`src/hdl/pqrle_pkg.sv`:
```
// shared constants, types and helpers for the palette quantiser and run-length encoder
// no dependencies
`timescale 1ns / 1ps
`default_nettype none

package pqrle_pkg;

  localparam int LineWidth   = 320;
  localparam int MaxRun      = 255;
  localparam int PaletteSize = 16;

  localparam int NumPairs   = 8;
  localparam int NumEntries = 16;
  localparam int EntryW     = 24;
  localparam int CompW      = 8;
  localparam int CfgDataW   = 2 * EntryW;
  localparam int CfgIdxW    = 4;
  localparam int PairIdxW   = $clog2(NumPairs);
  localparam int IdxW       = $clog2(NumEntries);
  localparam int RunW       = 8;
  localparam int SqW        = 2 * CompW;
  localparam int DistW      = SqW + 2;
  localparam int ColW       = (LineWidth > 1) ? $clog2(LineWidth) : 1;
  localparam int FifoDepth  = 4;
  localparam int FifoPtrW   = $clog2(FifoDepth);
  localparam int FifoCntW   = $clog2(FifoDepth + 1);

  typedef struct packed {
    logic [DistW-1:0] sq_sum;
    logic [IdxW-1:0]  idx;
  } cand_t;

  typedef struct packed {
    logic [RunW-1:0] run_len;
    logic [IdxW-1:0] colour_idx;
    logic            end_of_line;
    logic            last_of_item;
  } result_t;

  // fifo handshake between classifier and encoder
  typedef struct packed {
    logic            valid;
    logic [IdxW-1:0] idx;
  } qpush_t;

  typedef struct packed {
    logic            valid;
    logic [IdxW-1:0] idx;
  } qhead_t;

  // lower index wins a tie
  function automatic cand_t pick_min(input cand_t lo, input cand_t hi);
    pick_min = (hi.sq_sum < lo.sq_sum) ? hi : lo;
  endfunction

  function automatic logic [SqW-1:0] sq_diff(input logic [CompW-1:0] a,
                                            input logic [CompW-1:0] b);
    logic [CompW-1:0] d;
    d = (a > b) ? (a - b) : (b - a);
    sq_diff = SqW'(d) * SqW'(d);
  endfunction

endpackage

`default_nettype wire

```
`src/hdl/pqrle_fifo.sv`:
```
// short queue of colour indices between classifier and encoder
// depends on pqrle_pkg
`timescale 1ns / 1ps
`default_nettype none

module pqrle_fifo import pqrle_pkg::*; (
  input  wire          clk_i,
  input  wire          rst_ni,
  input  wire qpush_t  push_i,
  input  wire          pop_i,
  output logic         full_o,
  output qhead_t       head_o
);

  logic [FifoDepth-1:0][IdxW-1:0] mem_q;
  logic [FifoPtrW-1:0]            wr_q, rd_q;
  logic [FifoCntW-1:0]            cnt_q, cnt_d;
  logic                           do_push, do_pop;

  assign full_o       = (cnt_q == FifoCntW'(FifoDepth));
  assign head_o.valid = (cnt_q != '0);
  assign head_o.idx   = mem_q[rd_q];
  assign do_push      = push_i.valid && !full_o;
  assign do_pop       = pop_i && head_o.valid;

  always_comb begin
    cnt_d = cnt_q;
    if (do_push && !do_pop) begin
      cnt_d = cnt_q + 1'b1;
    end else if (do_pop && !do_push) begin
      cnt_d = cnt_q - 1'b1;
    end
  end

  always_ff @(posedge clk_i or negedge rst_ni) begin
    if (!rst_ni) begin
      wr_q  <= '0;
      rd_q  <= '0;
      cnt_q <= '0;
    end else begin
      cnt_q <= cnt_d;
      if (do_push) begin
        wr_q <= wr_q + 1'b1;
      end
      if (do_pop) begin
        rd_q <= rd_q + 1'b1;
      end
    end
  end

  always_ff @(posedge clk_i) begin
    if (do_push) begin
      mem_q[wr_q] <= push_i.idx;
    end
  end

  a_cnt_bound: assert property (@(posedge clk_i) disable iff (!rst_ni)
    cnt_q <= FifoCntW'(FifoDepth))
    else $error("queue count beyond depth");

  a_ptr_track: assert property (@(posedge clk_i) disable iff (!rst_ni)
    (cnt_q == '0) || (cnt_q == FifoCntW'(FifoDepth)) || (wr_q != rd_q))
    else $error("queue pointers disagree with count");

endmodule

`default_nettype wire

```
`config.mk`:
```
export PLATFORM = sky130hd
export DESIGN_NAME = pqrle_fifo
export DESIGN_NICKNAME = d
export VERILOG_FILES = /design/src/hdl/pqrle_pkg.sv /design/src/hdl/pqrle_fifo.sv
export SDC_FILE = /design/constraint.sdc
export NUM_CORES = 1
export LEC_CHECK = 0
export CAP_MARGIN = 20
export CORE_UTILIZATION = 40
export DETAILED_ROUTE_END_ITERATION = 12
export DONT_BUFFER_PORTS = 1
export PLACE_DENSITY_LB_ADDON = 0.25
export SLEW_MARGIN = 25
export SYNTH_ARGS = -nofsm -noshare
export SYNTH_HDL_FRONTEND = slang
export SYNTH_SLANG_ARGS = --single-unit
```
`constraint.sdc`:
```
create_clock -name clk_i -period 2.05 [get_ports clk_i]
set_input_delay 0.205 -clock clk_i [delete_from_list [all_inputs] [get_ports clk_i]]
set_output_delay 0.205 -clock clk_i [all_outputs]
set_load 0.005 [all_outputs]
```
Word-level counts from Yosys, hierarchy flattened. Cells that the tools add are included.

Register bits: 23. Input port bits: 8. Logic and storage cells: 32.

$add $sub $neg: 4. Order comparisons: 3. Eq/ne operators: 1. Multiplexer cells: 7. Reduce and logical (&&, ||, !) cells: 10.

Operator list (count): $bwmux W16 (1); $bmux W4 S2 (1); $demux W4 S2 (1); $mux W4 (2); $lt A2 B3 Y1 const B (2); $mux W3 (2); $logic_and A1 B1 Y1 (5); $add A2 B1 Y2 const B (2); $add A3 B1 Y3 const B (1); $eq A3 B3 Y1 const B (1); $logic_not A1 Y1 (3); $reduce_bool A3 Y1 (1); $sub A3 B1 Y3 const B (1); $ge A2 B1 Y1 const B (1); $reduce_bool A2 Y1 (1).

Longest topological paths before layout.
Depth after elaboration: 7. Gate-level depth with buffers: 9.

Worst setup path after synthesis. OpenSTA, ideal clock, no wires.

Kind: register -> register. Start point: reg cnt_q[0]. End point: reg cnt_q[2]. Library setup time: 79 ps. Arrival: 1922 ps. Slack: 49 ps. Cell stages (with the launch flop): 9. Path buffers: 0. Cells stage by stage: dfrtp_1 or3_4 nand2_1 ha_1 inv_1 fa_1 xor2_1 nor2_1 xor2_1.

RTL lines: from (decl) (RTL line pqrle_fifo.sv:17) `logic [FifoCntW-1:0] cnt_q, cnt_d;`; from (signal assigned) (RTL line pqrle_fifo.sv:41) `cnt_q <= cnt_d;`.

Worst setup path in the final report.
Start point: reg cnt_q[0]. End point: reg cnt_q[2].

Word-level cells in the longest chain between the ends: 6. Elaborated cells on any way between the ends: 14.

RTL lines: parallel branches: the longest is 6 deep, another holds $sub A3 B1 Y3.

Several ways; the timed one is not identified. The select of a mux whose other input is x is not followed. A chain may end at the register's enable or synchronous reset.

==> results.py <==
metrics = {
    "timing": {
        "fin_skew_ns": 0.00382,
        "fmax_mhz": 519,
        "slew_headroom": 0.770,
        "setup_viol": 0,
        "hold_ws_ns": 0.0374,
        "finalCriticalPeriod_ns": 1.93,
        "worst_pin_slew_ns": 0.345,
        "rsz0062_at_grt": "no",
        "period_share": 0.940,
        "slew_violations": 0,
        "hold_viol": 0,
        "fin_ws_ns": 0.123,
        "tns_ns": 0,
    },
    "min_path": {
        "hold_class": "in -> reg",
    },
    "critical_path": {
        "path_buf_inv": 1,
        "crit_fanout": 2,
        "critical_path_arrival_ns": 2.16,
        "cp_top_family": "simple AND/OR/NAND/NOR gates",
        "crit_path_max_incr_delay_ns": 0.41,
        "critPathKind": "reg -> reg",
        "crit_path_frequent_cell": "xor2_1",
        "critPathSlowestCell": "or3_4",
        "cp_data_required_time_ns": 2.28,
        "cp-end-kind": "register",
        "path_cells": "or3_4 -> nand2_4 -> ha_4 -> inv_1 -> fa_1 -> xor2_1 -> nor2_1 -> xor2_1",
        "worstSetupStartpointType": "register",
    },
    "die": {
        "die_w_microns": 52.4,
        "die_y_microns": 52.4,
        "core-area_sq_mm": 0.00230,
        "rows": 17,
        "start_util": 0.442,
        "boundaryPins": 14,
        "die-area_sq_mm": 0.00275,
    },
    "synthesis": {
        "synth_top_area_frac": 0.473,
        "synth.cell_area_sq_mm": 0.00102,
        "synth_cells": 56,
        "yosysTopAreaCell": "edfxtp_1",
        "ys_warn_count": 0,
        "postSynthAreaPerCell_sq_um": 18.1,
        "ys_seq_area_frac": 0.645,
        "mappedNetlistNets": 70,
        "ys_top_cells_by_area": "edfxtp_1 47%, dfrtp_1 17%, mux4_2 8.9%, ha_1 6.2%, xnor2_1 3.4%",
        "synth_cell_types": 19,
        "synth-seq-cells": 23,
    },
    "cells_and_area": {
        "final_area_sq_mm": 0.00117,
        "syn_to_final_growth_pct": 15.0,
        "utilization": 0.509,
        "n_antenna_cell": 0,
        "final_layout_size_suffix_gt1_frac": 0.338,
        "final_nets": 83,
    },
    "clocking": {
        "cts_max_level": 1,
        "cts_root_buf": "clkbuf_4",
        "numCtsBuffers": 3,
        "cts_tree": "built",
        "cts_max_path_buffers": 2,
        "path_clk_slew_ns": 0.11,
        "clock_sinks": 23,
        "clk_latency_ns": 0.30,
    },
    "global_routing": {
        "grt_max_degree": 13,
        "grtUsageTotal": 0.124,
        "antenna_found_initial": 0,
        "grt_pass1_vias": 496,
        "grt_first_pass_wirelength_microns": 2280,
        "globalRouteOverflowTotal": 0,
    },
    "drt": {
        "route.antenna.remaining_nets": 0,
        "wirelength_microns": 1390,
        "drt_iter0_markers": 3,
        "wl_per_cell_microns": 14.5,
        "vias": 460,
        "remaining_drc_errors": 0,
        "firstDrtPassIters": 2,
        "drt-vias-per-instance": 4.79,
    },
    "place": {
        "dp_hpwl_microns": 1070,
        "gp_congestion": 0.670,
        "place_ws_ns": 0.0485,
        "io_buffers": 0,
        "placed_area_sq_mm": 0.00106,
    },
    "power": {
        "power.leakage_nw": 0.439,
        "p_per_area_mw_per_mm2": 1300,
        "vdd_drop_max_v": 0.000582,
    },
    "run": {
        "drv_cap": 0,
    },
    "run_status": {
        "outcome": "finished clean",
    },
}
Yosys cell counts:
cell	n
edfxtp_1	16
dfrtp_1	7
ha_1	5
and2_2	4
mux4_2	4
xnor2_1	4
inv_1	3
xor2_1	2
buf_2	1
buf_6	1
fa_1	1
mux2_2	1
mux2_4	1
nand2_1	1
nand3_1	1
nor2_1	1
nor2b_2	1
nor3b_4	1
or3_4	1
where the power goes:
part | internal (mW) | total [mW] | switching [mW]
clock network | 0.0758 | 0.196 | 0.121
logic | 0.338 | 0.580 | 0.242
registers | 0.644 | 0.746 | 0.102
path summary, 6_finish.rpt:
path	start	endpoint	slack [ns]	cells after the start
worst max-delay path	cnt_q[0]	cnt_q[2]	0.12	8
worst min-delay path	pop_i	rd_q[0]	0.04	2
worst max register to register	cnt_q[0]	cnt_q[2]	0.12	8
worst min register to register	cnt_q[2]	cnt_q[2]	0.56	2
max in group asynchronous	rst_ni	cnt_q[0]	1.58	1
min in group asynchronous	rst_ni	cnt_q[2]	0.22	1
cell usage in the layout (no fill, tap or decap), drive strengths merged:
master and count:
mux2 2, nor2 1, fa 1, nor2b 1
xor2 2, buf 5, clkbuf 4, nand2 1
inv 3, or3 1, nand3 1, edfxtp 16
xnor2 4, ha 5, dlygate4sd3 5, and2 4
nor3b 1, mux4 4, dfrtp 7
worst reg2reg max path: stages, from the launching register on:
cell and delay [ns]:
dfrtp_1 0.40, or3_4 0.41, nand2_4 0.09, ha_4 0.13
inv_1 0.04, fa_1 0.37, xor2_1 0.15, nor2_1 0.12
xor2_1 0.15
area by class of cell:
type                       count  area, sq um
fill                         185         1130
inverter                       3         11.3
timing repair buffer          10         87.6
tap                           28         35.0
multi-input combinational     28          353
sequential                    23          656
clock buffer                   4         26.3
cell families after synthesis:
| group | synth area share |
|---|---|
| buffers and inverters | 0.0271 |
| multiplexers | 0.115 |
| AND/OR/NAND/NOR | 0.0800 |
| flip-flops | 0.645 |
| adder cells (fa/ha/maj) | 0.0813 |
| XOR/XNOR | 0.0517 |
sequential cells by signal, summed over array words and instances, names as in the netlist:
| signal | flops |
|---|---|
| cnt_q | 3 |
| wr_q | 2 |
| rd_q | 2 |
| mem_q | 16 |
stage by stage:
step / instances / power [mW]
final: 96 / 1.52
after global placement: 86 / 1.29
after detailed placement: 86 / 1.30
after CTS: 95 / 1.51
after floorplan: 56 / 1.17
after global routing: 96 / 1.64
per-layer routing:
| layer | global-route usage | vias to the layer above | share of wire |
|---|---|---|---|
| met5 | 0 | - | 0 |
| met4 | 0.0789 | 0 | 0.022 |
| met3 | 0.0290 | 4 | 0.036 |
| met2 | 0.190 | 8 | 0.45 |
| met1 | 0.156 | 224 | 0.49 |
| li1 | - | 224 | - |
repair_timing:
action	in CTS	in global routing
endpoints found under the setup margin	0	1
buffers inserted	0	1
hold buffers	5	0
gates resized for setup	0	4
hold endpoints to repair	23	0
Note: power is estimated with default switching activity, not from simulation.
