### src/hdl/pqrle_pkg.sv
// shared constants, types and helpers for the palette quantiser and run-length encoder
// no dependencies
`timescale 1ns / 1ps
`default_nettype none

package pqrle_pkg;

  localparam int LineWidth   = 320;
  localparam int MaxRun      = 255;
  localparam int PaletteSize = 16;

  localparam int NumPairs   = 8;
  localparam int NumEntries = 16;
  localparam int EntryW     = 24;
  localparam int CompW      = 8;
  localparam int CfgDataW   = 2 * EntryW;
  localparam int CfgIdxW    = 4;
  localparam int PairIdxW   = $clog2(NumPairs);
  localparam int IdxW       = $clog2(NumEntries);
  localparam int RunW       = 8;
  localparam int SqW        = 2 * CompW;
  localparam int DistW      = SqW + 2;
  localparam int ColW       = (LineWidth > 1) ? $clog2(LineWidth) : 1;
  localparam int FifoDepth  = 4;
  localparam int FifoPtrW   = $clog2(FifoDepth);
  localparam int FifoCntW   = $clog2(FifoDepth + 1);

  typedef struct packed {
    logic [DistW-1:0] sq_sum;
    logic [IdxW-1:0]  idx;
  } cand_t;

  typedef struct packed {
    logic [RunW-1:0] run_len;
    logic [IdxW-1:0] colour_idx;
    logic            end_of_line;
    logic            last_of_item;
  } result_t;

  // fifo handshake between classifier and encoder
  typedef struct packed {
    logic            valid;
    logic [IdxW-1:0] idx;
  } qpush_t;

  typedef struct packed {
    logic            valid;
    logic [IdxW-1:0] idx;
  } qhead_t;

  // lower index wins a tie
  function automatic cand_t pick_min(input cand_t lo, input cand_t hi);
    pick_min = (hi.sq_sum < lo.sq_sum) ? hi : lo;
  endfunction

  function automatic logic [SqW-1:0] sq_diff(input logic [CompW-1:0] a,
                                            input logic [CompW-1:0] b);
    logic [CompW-1:0] d;
    d = (a > b) ? (a - b) : (b - a);
    sq_diff = SqW'(d) * SqW'(d);
  endfunction

endpackage

`default_nettype wire

### src/hdl/pqrle_if.sv
// channel interfaces: pixel input, run output, palette configuration
// depends on pqrle_pkg
`timescale 1ns / 1ps
`default_nettype none


interface pqrle_res_if import pqrle_pkg::*; ();
  logic            valid;
  logic            ready;
  logic [RunW-1:0] run_len;
  logic [IdxW-1:0] colour_idx;
  logic            end_of_line;
  logic            last_of_item;

  modport source (output valid, output run_len, output colour_idx, output end_of_line,
                  output last_of_item, input ready);
  modport sink   (input valid, input run_len, input colour_idx, input end_of_line,
                  input last_of_item, output ready);
endinterface


`default_nettype wire

### src/hdl/pqrle_rle.sv
// back end: run tracking per scanline and registered run output
// depends on pqrle_pkg and pqrle_if
`timescale 1ns / 1ps
`default_nettype none

module pqrle_rle import pqrle_pkg::*; (
  input  wire          clk_i,
  input  wire          rst_ni,
  input  wire qhead_t  head_i,
  output logic         pop_o,
  pqrle_res_if.source  res_o
);

  logic [IdxW-1:0] run_color_q, run_color_d;
  logic [RunW-1:0] run_count_q, run_count_d;
  logic [ColW-1:0] column_q, column_d;
  logic            out_valid_q, out_valid_d;
  result_t         out_q, out_d;
  logic            pend_q, pend_d;
  result_t         pend_res_q, pend_res_d;

  logic            has_item, line_end, close_old, close_new, emits, load_ok;
  logic [RunW-1:0] new_cnt;
  result_t         old_res, new_res;

  always_comb begin
    has_item  = head_i.valid && !pend_q;
    line_end  = (column_q == ColW'(LineWidth - 1));
    close_old = (run_count_q != '0) && (head_i.idx != run_color_q);
    new_cnt   = (close_old || run_count_q == '0) ? RunW'(1) : run_count_q + 1'b1;
    close_new = (new_cnt >= RunW'(MaxRun)) || line_end;
    emits     = close_old || close_new;
    load_ok   = !out_valid_q || res_o.ready;
    pop_o     = has_item && (!emits || load_ok);

    old_res = '{run_len: run_count_q, colour_idx: run_color_q,
                end_of_line: 1'b0, last_of_item: !close_new};
    new_res = '{run_len: new_cnt, colour_idx: head_i.idx,
                end_of_line: line_end, last_of_item: 1'b1};

    run_color_d = run_color_q;
    run_count_d = run_count_q;
    column_d    = column_q;
    if (pop_o) begin
      if (close_old || run_count_q == '0) begin
        run_color_d = head_i.idx;
      end
      run_count_d = close_new ? '0 : new_cnt;
      column_d    = line_end ? '0 : column_q + 1'b1;
    end

    out_valid_d = out_valid_q;
    out_d       = out_q;
    pend_d      = pend_q;
    pend_res_d  = pend_res_q;
    if (load_ok) begin
      if (pend_q) begin
        out_valid_d = 1'b1;
        out_d       = pend_res_q;
        pend_d      = 1'b0;
      end else if (pop_o && emits) begin
        out_valid_d = 1'b1;
        out_d       = close_old ? old_res : new_res;
        pend_d      = close_old && close_new;
        pend_res_d  = new_res;
      end else begin
        out_valid_d = 1'b0;
      end
    end
  end

  always_ff @(posedge clk_i or negedge rst_ni) begin
    if (!rst_ni) begin
      run_color_q <= '0;
      run_count_q <= '0;
      column_q    <= '0;
      out_valid_q <= 1'b0;
      pend_q      <= 1'b0;
    end else begin
      run_color_q <= run_color_d;
      run_count_q <= run_count_d;
      column_q    <= column_d;
      out_valid_q <= out_valid_d;
      pend_q      <= pend_d;
    end
  end

  always_ff @(posedge clk_i) begin
    out_q      <= out_d;
    pend_res_q <= pend_res_d;
  end

  assign res_o.valid        = out_valid_q;
  assign res_o.run_len      = out_q.run_len;
  assign res_o.colour_idx   = out_q.colour_idx;
  assign res_o.end_of_line  = out_q.end_of_line;
  assign res_o.last_of_item = out_q.last_of_item;

  a_pend_needs_out: assert property (@(posedge clk_i) disable iff (!rst_ni)
    pend_q |-> out_valid_q)
    else $error("second run pending without a run on the output");

  a_run_bound: assert property (@(posedge clk_i) disable iff (!rst_ni)
    (run_count_q < RunW'(MaxRun)) && (column_q < ColW'(LineWidth)))
    else $error("open run or column out of range");

endmodule

`default_nettype wire

### src/flat_wrapper.sv
// flat-port wrapper written by rule: the top's interface ports become plain ports
module pqrle_rle_flat import pqrle_pkg::*;
  (clk_i, rst_ni, head_i, pop_o, res_o_valid, res_o_run_len, res_o_colour_idx, res_o_end_of_line, res_o_last_of_item, res_o_ready);
  pqrle_res_if res_o_i ();
  input  wire clk_i;
  input  wire rst_ni;
  input  wire qhead_t head_i;
  output logic pop_o;
  output wire logic [$bits(res_o_i.valid)-1:0] res_o_valid;
  output wire logic [$bits(res_o_i.run_len)-1:0] res_o_run_len;
  output wire logic [$bits(res_o_i.colour_idx)-1:0] res_o_colour_idx;
  output wire logic [$bits(res_o_i.end_of_line)-1:0] res_o_end_of_line;
  output wire logic [$bits(res_o_i.last_of_item)-1:0] res_o_last_of_item;
  input wire logic [$bits(res_o_i.ready)-1:0] res_o_ready;
  assign res_o_valid = res_o_i.valid;
  assign res_o_run_len = res_o_i.run_len;
  assign res_o_colour_idx = res_o_i.colour_idx;
  assign res_o_end_of_line = res_o_i.end_of_line;
  assign res_o_last_of_item = res_o_i.last_of_item;
  assign res_o_i.ready = res_o_ready;
  pqrle_rle u_core (.clk_i(clk_i), .rst_ni(rst_ni), .head_i(head_i), .pop_o(pop_o), .res_o(res_o_i));
endmodule
### config.mk
export PLATFORM = sky130hd
export DESIGN_NAME = pqrle_rle_flat
export DESIGN_NICKNAME = d
export VERILOG_FILES = /design/src/hdl/pqrle_pkg.sv /design/src/hdl/pqrle_if.sv /design/src/hdl/pqrle_rle.sv /design/src/flat_wrapper.sv
export SDC_FILE = /design/constraint.sdc
export NUM_CORES = 1
export LEC_CHECK = 0
export ABC_AREA = 0
export BUFFER_PORTS_ARGS = -buffer_cell sky130_fd_sc_hd__buf_2
export CAP_MARGIN = 20
export CORE_ASPECT_RATIO = 0.5
export CORE_MARGIN = 2
export CORE_UTILIZATION = 48
export DETAILED_ROUTE_END_ITERATION = 10
export PLACE_DENSITY = 0.69
export SLEW_MARGIN = 20
export SYNTH_ARGS = -nofsm -noshare
export SYNTH_HDL_FRONTEND = slang
export SYNTH_SLANG_ARGS = --single-unit
### constraint.sdc
create_clock -name clk_i -period 3.8 [get_ports clk_i]
set_input_delay 0.19 -clock clk_i [delete_from_list [all_inputs] [get_ports clk_i]]
set_output_delay 0.19 -clock clk_i [all_outputs]
set_load 0.02 [all_outputs]
-- Word-level counts from Yosys, hierarchy flattened
Cells that the tools add are included.
- register bits: 50
- input port bits: 8
- output and inout bits: 16
- word-level logic and storage cells: 48
- add/sub/neg operators: 2
- magnitude comparators: 1
- eq/ne operators: 2
- muxes and demuxes: 10
- bitwise gates (word level): 1
- reduce and logical (&&, ||, !) cells: 20
- operators by type and width (kind ; count):
    $mux W14 ; 3
    $mux W8 ; 2
    $add A9 B1 Y9 const B ; 1
    $eq A9 B9 Y1 const B ; 1
    $mux W9 ; 1
    $add A8 B1 Y8 const B ; 1
    $ge A8 B8 Y1 const B ; 1
    $logic_not A8 Y1 ; 1
    $reduce_bool A8 Y1 ; 1
    $logic_and A1 B1 Y1 ; 5
    $logic_or A1 B1 Y1 ; 5
    $logic_not A1 Y1 ; 4
    $mux W1 ; 4
    $ne A4 B4 Y1 ; 1
    $reduce_and A2 Y1 ; 2
    $reduce_and A3 Y1 ; 1
    $reduce_bool A2 Y1 ; 1
    $not A1 Y1 ; 1

-- Logic depth before layout (Yosys ltp)
- word-level depth: 13
- depth in mapped cells: 10
- gate-level depth less buffers: 9

-- Least setup slack after synthesis
No wires, ideal clock.
- path kind: register -> register
- from: register u_core.run_count_q[0]
- to: register u_core.pend_res_q[10] (netlist name), enable pin
- setup time: 0.387 ns
- arrival: 2.351 ns
- slack: 1.062 ns
- cell stages (with the launch flop): 8
- path through: dfrtp_1 -> ha_1 -> nand2_1 -> or3_1 -> a21oi_1 -> a21oi_2 -> clkbuf_1 -> a21oi_1
- cells in the longest elaborated chain, start to end: 12
- elaborated cells between the ends (all ways): 14
- RTL lines (what ; line ; RTL):
    start: declaration ; pqrle_rle.sv:15 ; logic [RunW-1:0] run_count_q, run_count_d;
    start signal: assignment ; pqrle_rle.sv:81 ; run_count_q <= run_count_d;
    parallel branches: the longest is 3 deep, another holds $add A8 B1 Y8 ; n/a ;
    $mux W8 (*) ; pqrle_rle.sv:30 ; new_cnt = (close_old || run_count_q == '0) ? RunW'(1) : run_count_q + 1'b1;
    named net u_core.new_cnt[6] ; pqrle_rle.sv:23 ; logic [RunW-1:0] new_cnt;
    $ge A8 B8 Y1 (*) ; pqrle_rle.sv:31 ; close_new = (new_cnt >= RunW'(MaxRun)) || line_end;
    $logic_or A1 B1 Y1 (*) ; pqrle_rle.sv:31 ;
    $logic_or A1 B1 Y1 (*) ; pqrle_rle.sv:32 ; emits = close_old || close_new;
    $logic_not A1 Y1 ; pqrle_rle.sv:34 ; pop_o = has_item && (!emits || load_ok);
    $logic_or A1 B1 Y1 ; pqrle_rle.sv:34 ;
    $logic_and A1 B1 Y1 ; pqrle_rle.sv:34 ;
    $logic_and A1 B1 Y1 (*) ; pqrle_rle.sv:61 ; end else if (pop_o && emits) begin
    $reduce_and A3 Y1 (no source line) (*) ; n/a ;
    end signal: assignment ; pqrle_rle.sv:90 ; pend_res_q <= pend_res_d;
    end: declaration ; pqrle_rle.sv:20 ; result_t pend_res_q, pend_res_d;
Mark *: on every way through the listed nets, which the timed path passes.
A chain may end at the register's enable or synchronous reset.

-- Worst setup path after layout
- from: register u_core.run_count_q[0]
- to: output port pop_o
- cells in the longest elaborated chain, start to end: 10
- elaborated cells between the ends (all ways): 12
- RTL lines (what ; line ; RTL):
    parallel branches: the longest is 3 deep, another holds $add A8 B1 Y8 ; n/a ;
    $mux W8 (*) ; pqrle_rle.sv:30 ;
    named net u_core.new_cnt[6] ; pqrle_rle.sv:23 ;
    $ge A8 B8 Y1 (*) ; pqrle_rle.sv:31 ;
    $logic_or A1 B1 Y1 (*) ; pqrle_rle.sv:31 ;
    $logic_or A1 B1 Y1 (*) ; pqrle_rle.sv:32 ;
    $logic_not A1 Y1 (*) ; pqrle_rle.sv:34 ;
    $logic_or A1 B1 Y1 (*) ; pqrle_rle.sv:34 ;
    $logic_and A1 B1 Y1 (*) ; pqrle_rle.sv:34 ;
    end: declaration ; flat_wrapper.sv:8 ; output logic pop_o;
Marks and branches as above.

==> results_dict.tcl <==
set metrics [dict create \
    status "finished clean" \
    start_util_pct 49.80 \
    pwr-share-seq_pct 48.1 \
    finalInstanceArea_um2 2720 \
    reg2reg_setup_slack_ns 0.95 \
    cp.required_ns 3.61 \
    hold_path_depth 1 \
    port_buffers 23 \
    post-route-period-util_pct 80.94 \
    ys_ff_latch 50 \
    first_pass_iters 4 \
    totalWireLength_mm 4.228 \
    worstPathArrival_ns 2.89 \
    internal-power_w 0.001137 \
    p_switching_w 0.0005519 \
    maxCapViolCount 0 \
    grt-ovfl-total 0 \
    tightest_slew_ns 0.7989 \
    setup_viol 0 \
    drtIter0Drc 48 \
    die_w_um 104.9 \
    finClkSkew_ns 0.004347 \
    finish.net_count 254 \
    hold_class "in -> reg" \
    drive_gt1_share_pct 18.85 \
    syn_avg_cell_area_um2 11.16 \
    cts-resized-gates 0 \
    crit_path_max_fanout 20 \
    num_io_pins 24 \
    hold_ws_ns 0.1285 \
    dieArea_um2 5715 \
    fin_crit_ns 3.076 \
    synth-warning-count 0 \
    placed_area_um2 2604 \
    drc_errors 0 \
    synth_area_leader_cell "edfxtp_1" \
    vias 1553 \
    syn_to_final_growth_pct 11.26 \
    r2r_cells 8 \
    cts_tree "built" \
    ctsHtreeMaxLevel 2 \
    grt_pass1_wl_mm 6.768 \
    crit_type "reg -> out" \
    clockRootBuffer "clkbuf_8" \
    maxSlewViolCount 0 \
    hpwlAfterDp_mm 3.134 \
    num_rows 18 \
    grt_max_degree 31 \
    core_area_um2 4910 \
    groute.usage.overall_pct 15.78 \
    slew_headroom_pct 46.74 \
    diodes 0 \
    rsz0062_at_grt "false" \
    setup_tns_ns 0 \
    clk_path_buf_depth 2 \
    hold_viol 0 \
    syn_area_um2 2445 \
    clkLatencyLatePin_ns 0.29 \
    avgViaCountPerCell 4.946 \
    holdPathEnd "u_core.pend_res_q[3]$_DFFE_PP_" \
    start_kind "register" \
    place.gp.congestion 0.8538 \
    hold_buffers 1 \
    syn_nets 230 \
    syn_inst 219 \
    end_kind "primary output" \
    die_h_um 54.47 \
    r2r-start "u_core.run_count_q[0]$_DFFE_PN0N_" \
    grt_antenna_before_repair 0 \
    synth_top_area_share_pct 33.16 \
    swShare_pct 32.69 \
    leakagePower_nw 1.023 \
    r2r_end "u_core.run_color_q[2]$_DFFE_PN0P_" \
    cellPowerDensity_nw_per_um2 620.8 \
    min_from "head_i[1]" \
    drt.antenna.violating_nets 0 \
    irDropWorstVdd_v 0.0003071 \
    synthTopCellsByArea "edfxtp_1, dfrtp_1, nand2_1" \
    ys_types 43 \
    combPwrFrac_pct 30.9 \
    max_freq_mhz 325.1 \
    cts_setup_buffers 0 \
    numCtsBuffers 5 \
    cts_sinks 50 \
    clkSlewWorstSetupHoldPaths_ns 0.08 \
    grt_pass1_vias 1373 \
    synth.yosys.seq_area_share_pct 56.70 \
    power_frac_clock_pct 21.1 \
    routedWlPerCell_um 13.46 \
]
[cells in the final DEF, fill, tap and decap left out, types with 3 or more instances in the layout]
master and instances:
mux2_2 3, nand2_1 42, xnor2_1 10, o31ai_1 3, o21ai_0 19, clkbuf_8 5, ha_1 3, nor2_1 11
edfxtp_1 27, buf_4 4, nand4_1 4, a21oi_1 8, buf_2 23, o21ai_1 3, dfrtp_1 23, xor2_1 4
mux2i_1 8, inv_1 4, nand3_1 8
[kinds of logic after synthesis]
kind of cell,synth area share [%]
buffers and inverters,3.889
and+or+nand+nor,18.32
adders and majority gates,1.535
DFF,56.70
AOI/OAI and AO/OA,8.956
muxes,5.578
xor gates and xnor gates,5.015
[metal layers]
metal,wire [µm],global-route usage [%],vias to the layer above
met5,0,0,-
met4,21,4.667,0
met3,139,3.571,3
met2,1723,22.73,26
met1,2344,23.77,710
li1,-,-,814
[Yosys cell counts]
cell / number
inv_1: 4
buf_2: 2
nor2b_1: 1
o21ai_0: 19
buf_6: 2
nor3_1: 2
or4b_4: 1
nand3_1: 8
mux2_1: 2
a21o_1: 1
dfrtp_1: 23
a21oi_1: 8
and3_1: 1
or3_1: 2
nor3_2: 1
mux2_2: 3
a21oi_2: 1
nand4_1: 4
nor4b_4: 1
nor4_2: 2
nor4_1: 1
nand2_4: 1
o31ai_1: 3
buf_8: 1
xor2_1: 4
xnor2_1: 10
o21ai_1: 3
or4_4: 1
or2b_1: 1
ha_1: 3
and2_1: 2
and2b_1: 1
buf_4: 1
nand2_1: 42
nand2b_1: 2
clkbuf_1: 5
mux2i_1: 8
inv_4: 1
nor2_1: 11
edfxtp_1: 27
nand3b_1: 1
a31oi_4: 1
a211o_1: 1
[registers in the layout, indices dropped and copies added (netlist names)]
| register | cells |
|---|---|
| u_core.column_q | 9 |
| u_core.res_o.valid | 1 |
| u_core.res_o.end_of_line | 1 |
| u_core.run_count_q | 8 |
| u_core.pend_res_q | 13 |
| u_core.res_o.colour_idx | 4 |
| u_core.res_o.last_of_item | 1 |
| u_core.run_color_q | 4 |
| u_core.pend_q | 1 |
| u_core.res_o.run_len | 8 |
[layout make-up]
| type | instances | area (µm²) |
|---|---|---|
| multi-input cells | 153 | 963.4 |
| well taps | 70 | 87.58 |
| flip-flops and latches | 50 | 1386 |
| inverters | 5 | 21.27 |
| fillers | 449 | 2190 |
| clock inverters | 1 | 30.03 |
| clock buffers | 7 | 76.32 |
| repair buffers | 28 | 155.1 |
[worst max-delay path, cell delays in order, from the launching register on]
cell and delay (ns):
dfrtp_1 0.43, ha_1 0.25, nand2_1 0.08, or3_1 0.35, a21oi_1 0.32, a21oi_2 0.24
a31oi_4 0.54, inv_4 0.16, buf_2 0.21
[through the flow]
stage / util (%) / setup WS, ns / instances / total power [W]
final: 55.40 / 0.7242 / 314 / 0.001689
after global routing: 55.40 / 0.4589 / 314 / 0.001795
after CTS: 55.40 / 0.7189 / 314 / 0.001701
after detailed placement: 53.03 / 0.9715 / 305 / 0.001344
after global placement: 53.03 / 1.081 / 305 / 0.001328
after floorplan: - / 1.062 / 219 / 0.001212
[how the worst max path moves through the flow]
stage                                                  from  depth (start not counted)                           endpoint
after floorplan           u_core.run_count_q[0]$_DFFE_PN0N_                          7    u_core.pend_res_q[10]$_DFFE_PP_
after global placement    u_core.run_count_q[0]$_DFFE_PN0N_                          8  u_core.run_color_q[2]$_DFFE_PN0P_
after detailed placement  u_core.run_count_q[0]$_DFFE_PN0N_                          8  u_core.run_color_q[2]$_DFFE_PN0P_
after CTS                 u_core.run_count_q[0]$_DFFE_PN0N_                          8                              pop_o
after global routing      u_core.run_count_q[0]$_DFFE_PN0N_                          8                              pop_o
final                     u_core.run_count_q[0]$_DFFE_PN0N_                          8                              pop_o
[power by group through the flow]
stage          Combinational (W)  Clock, W  Sequential (W)
3_3_place_gp            0.000511         0        0.000816
4_1_cts                 0.000526  0.000364        0.000811
3_5_place_dp            0.000520         0        0.000824
5_1_grt                 0.000580  0.000388        0.000828
2_1_floorplan           0.000349         0        0.000863
6_report                0.000521  0.000356        0.000812
Power figures use the tool's default switching activity.
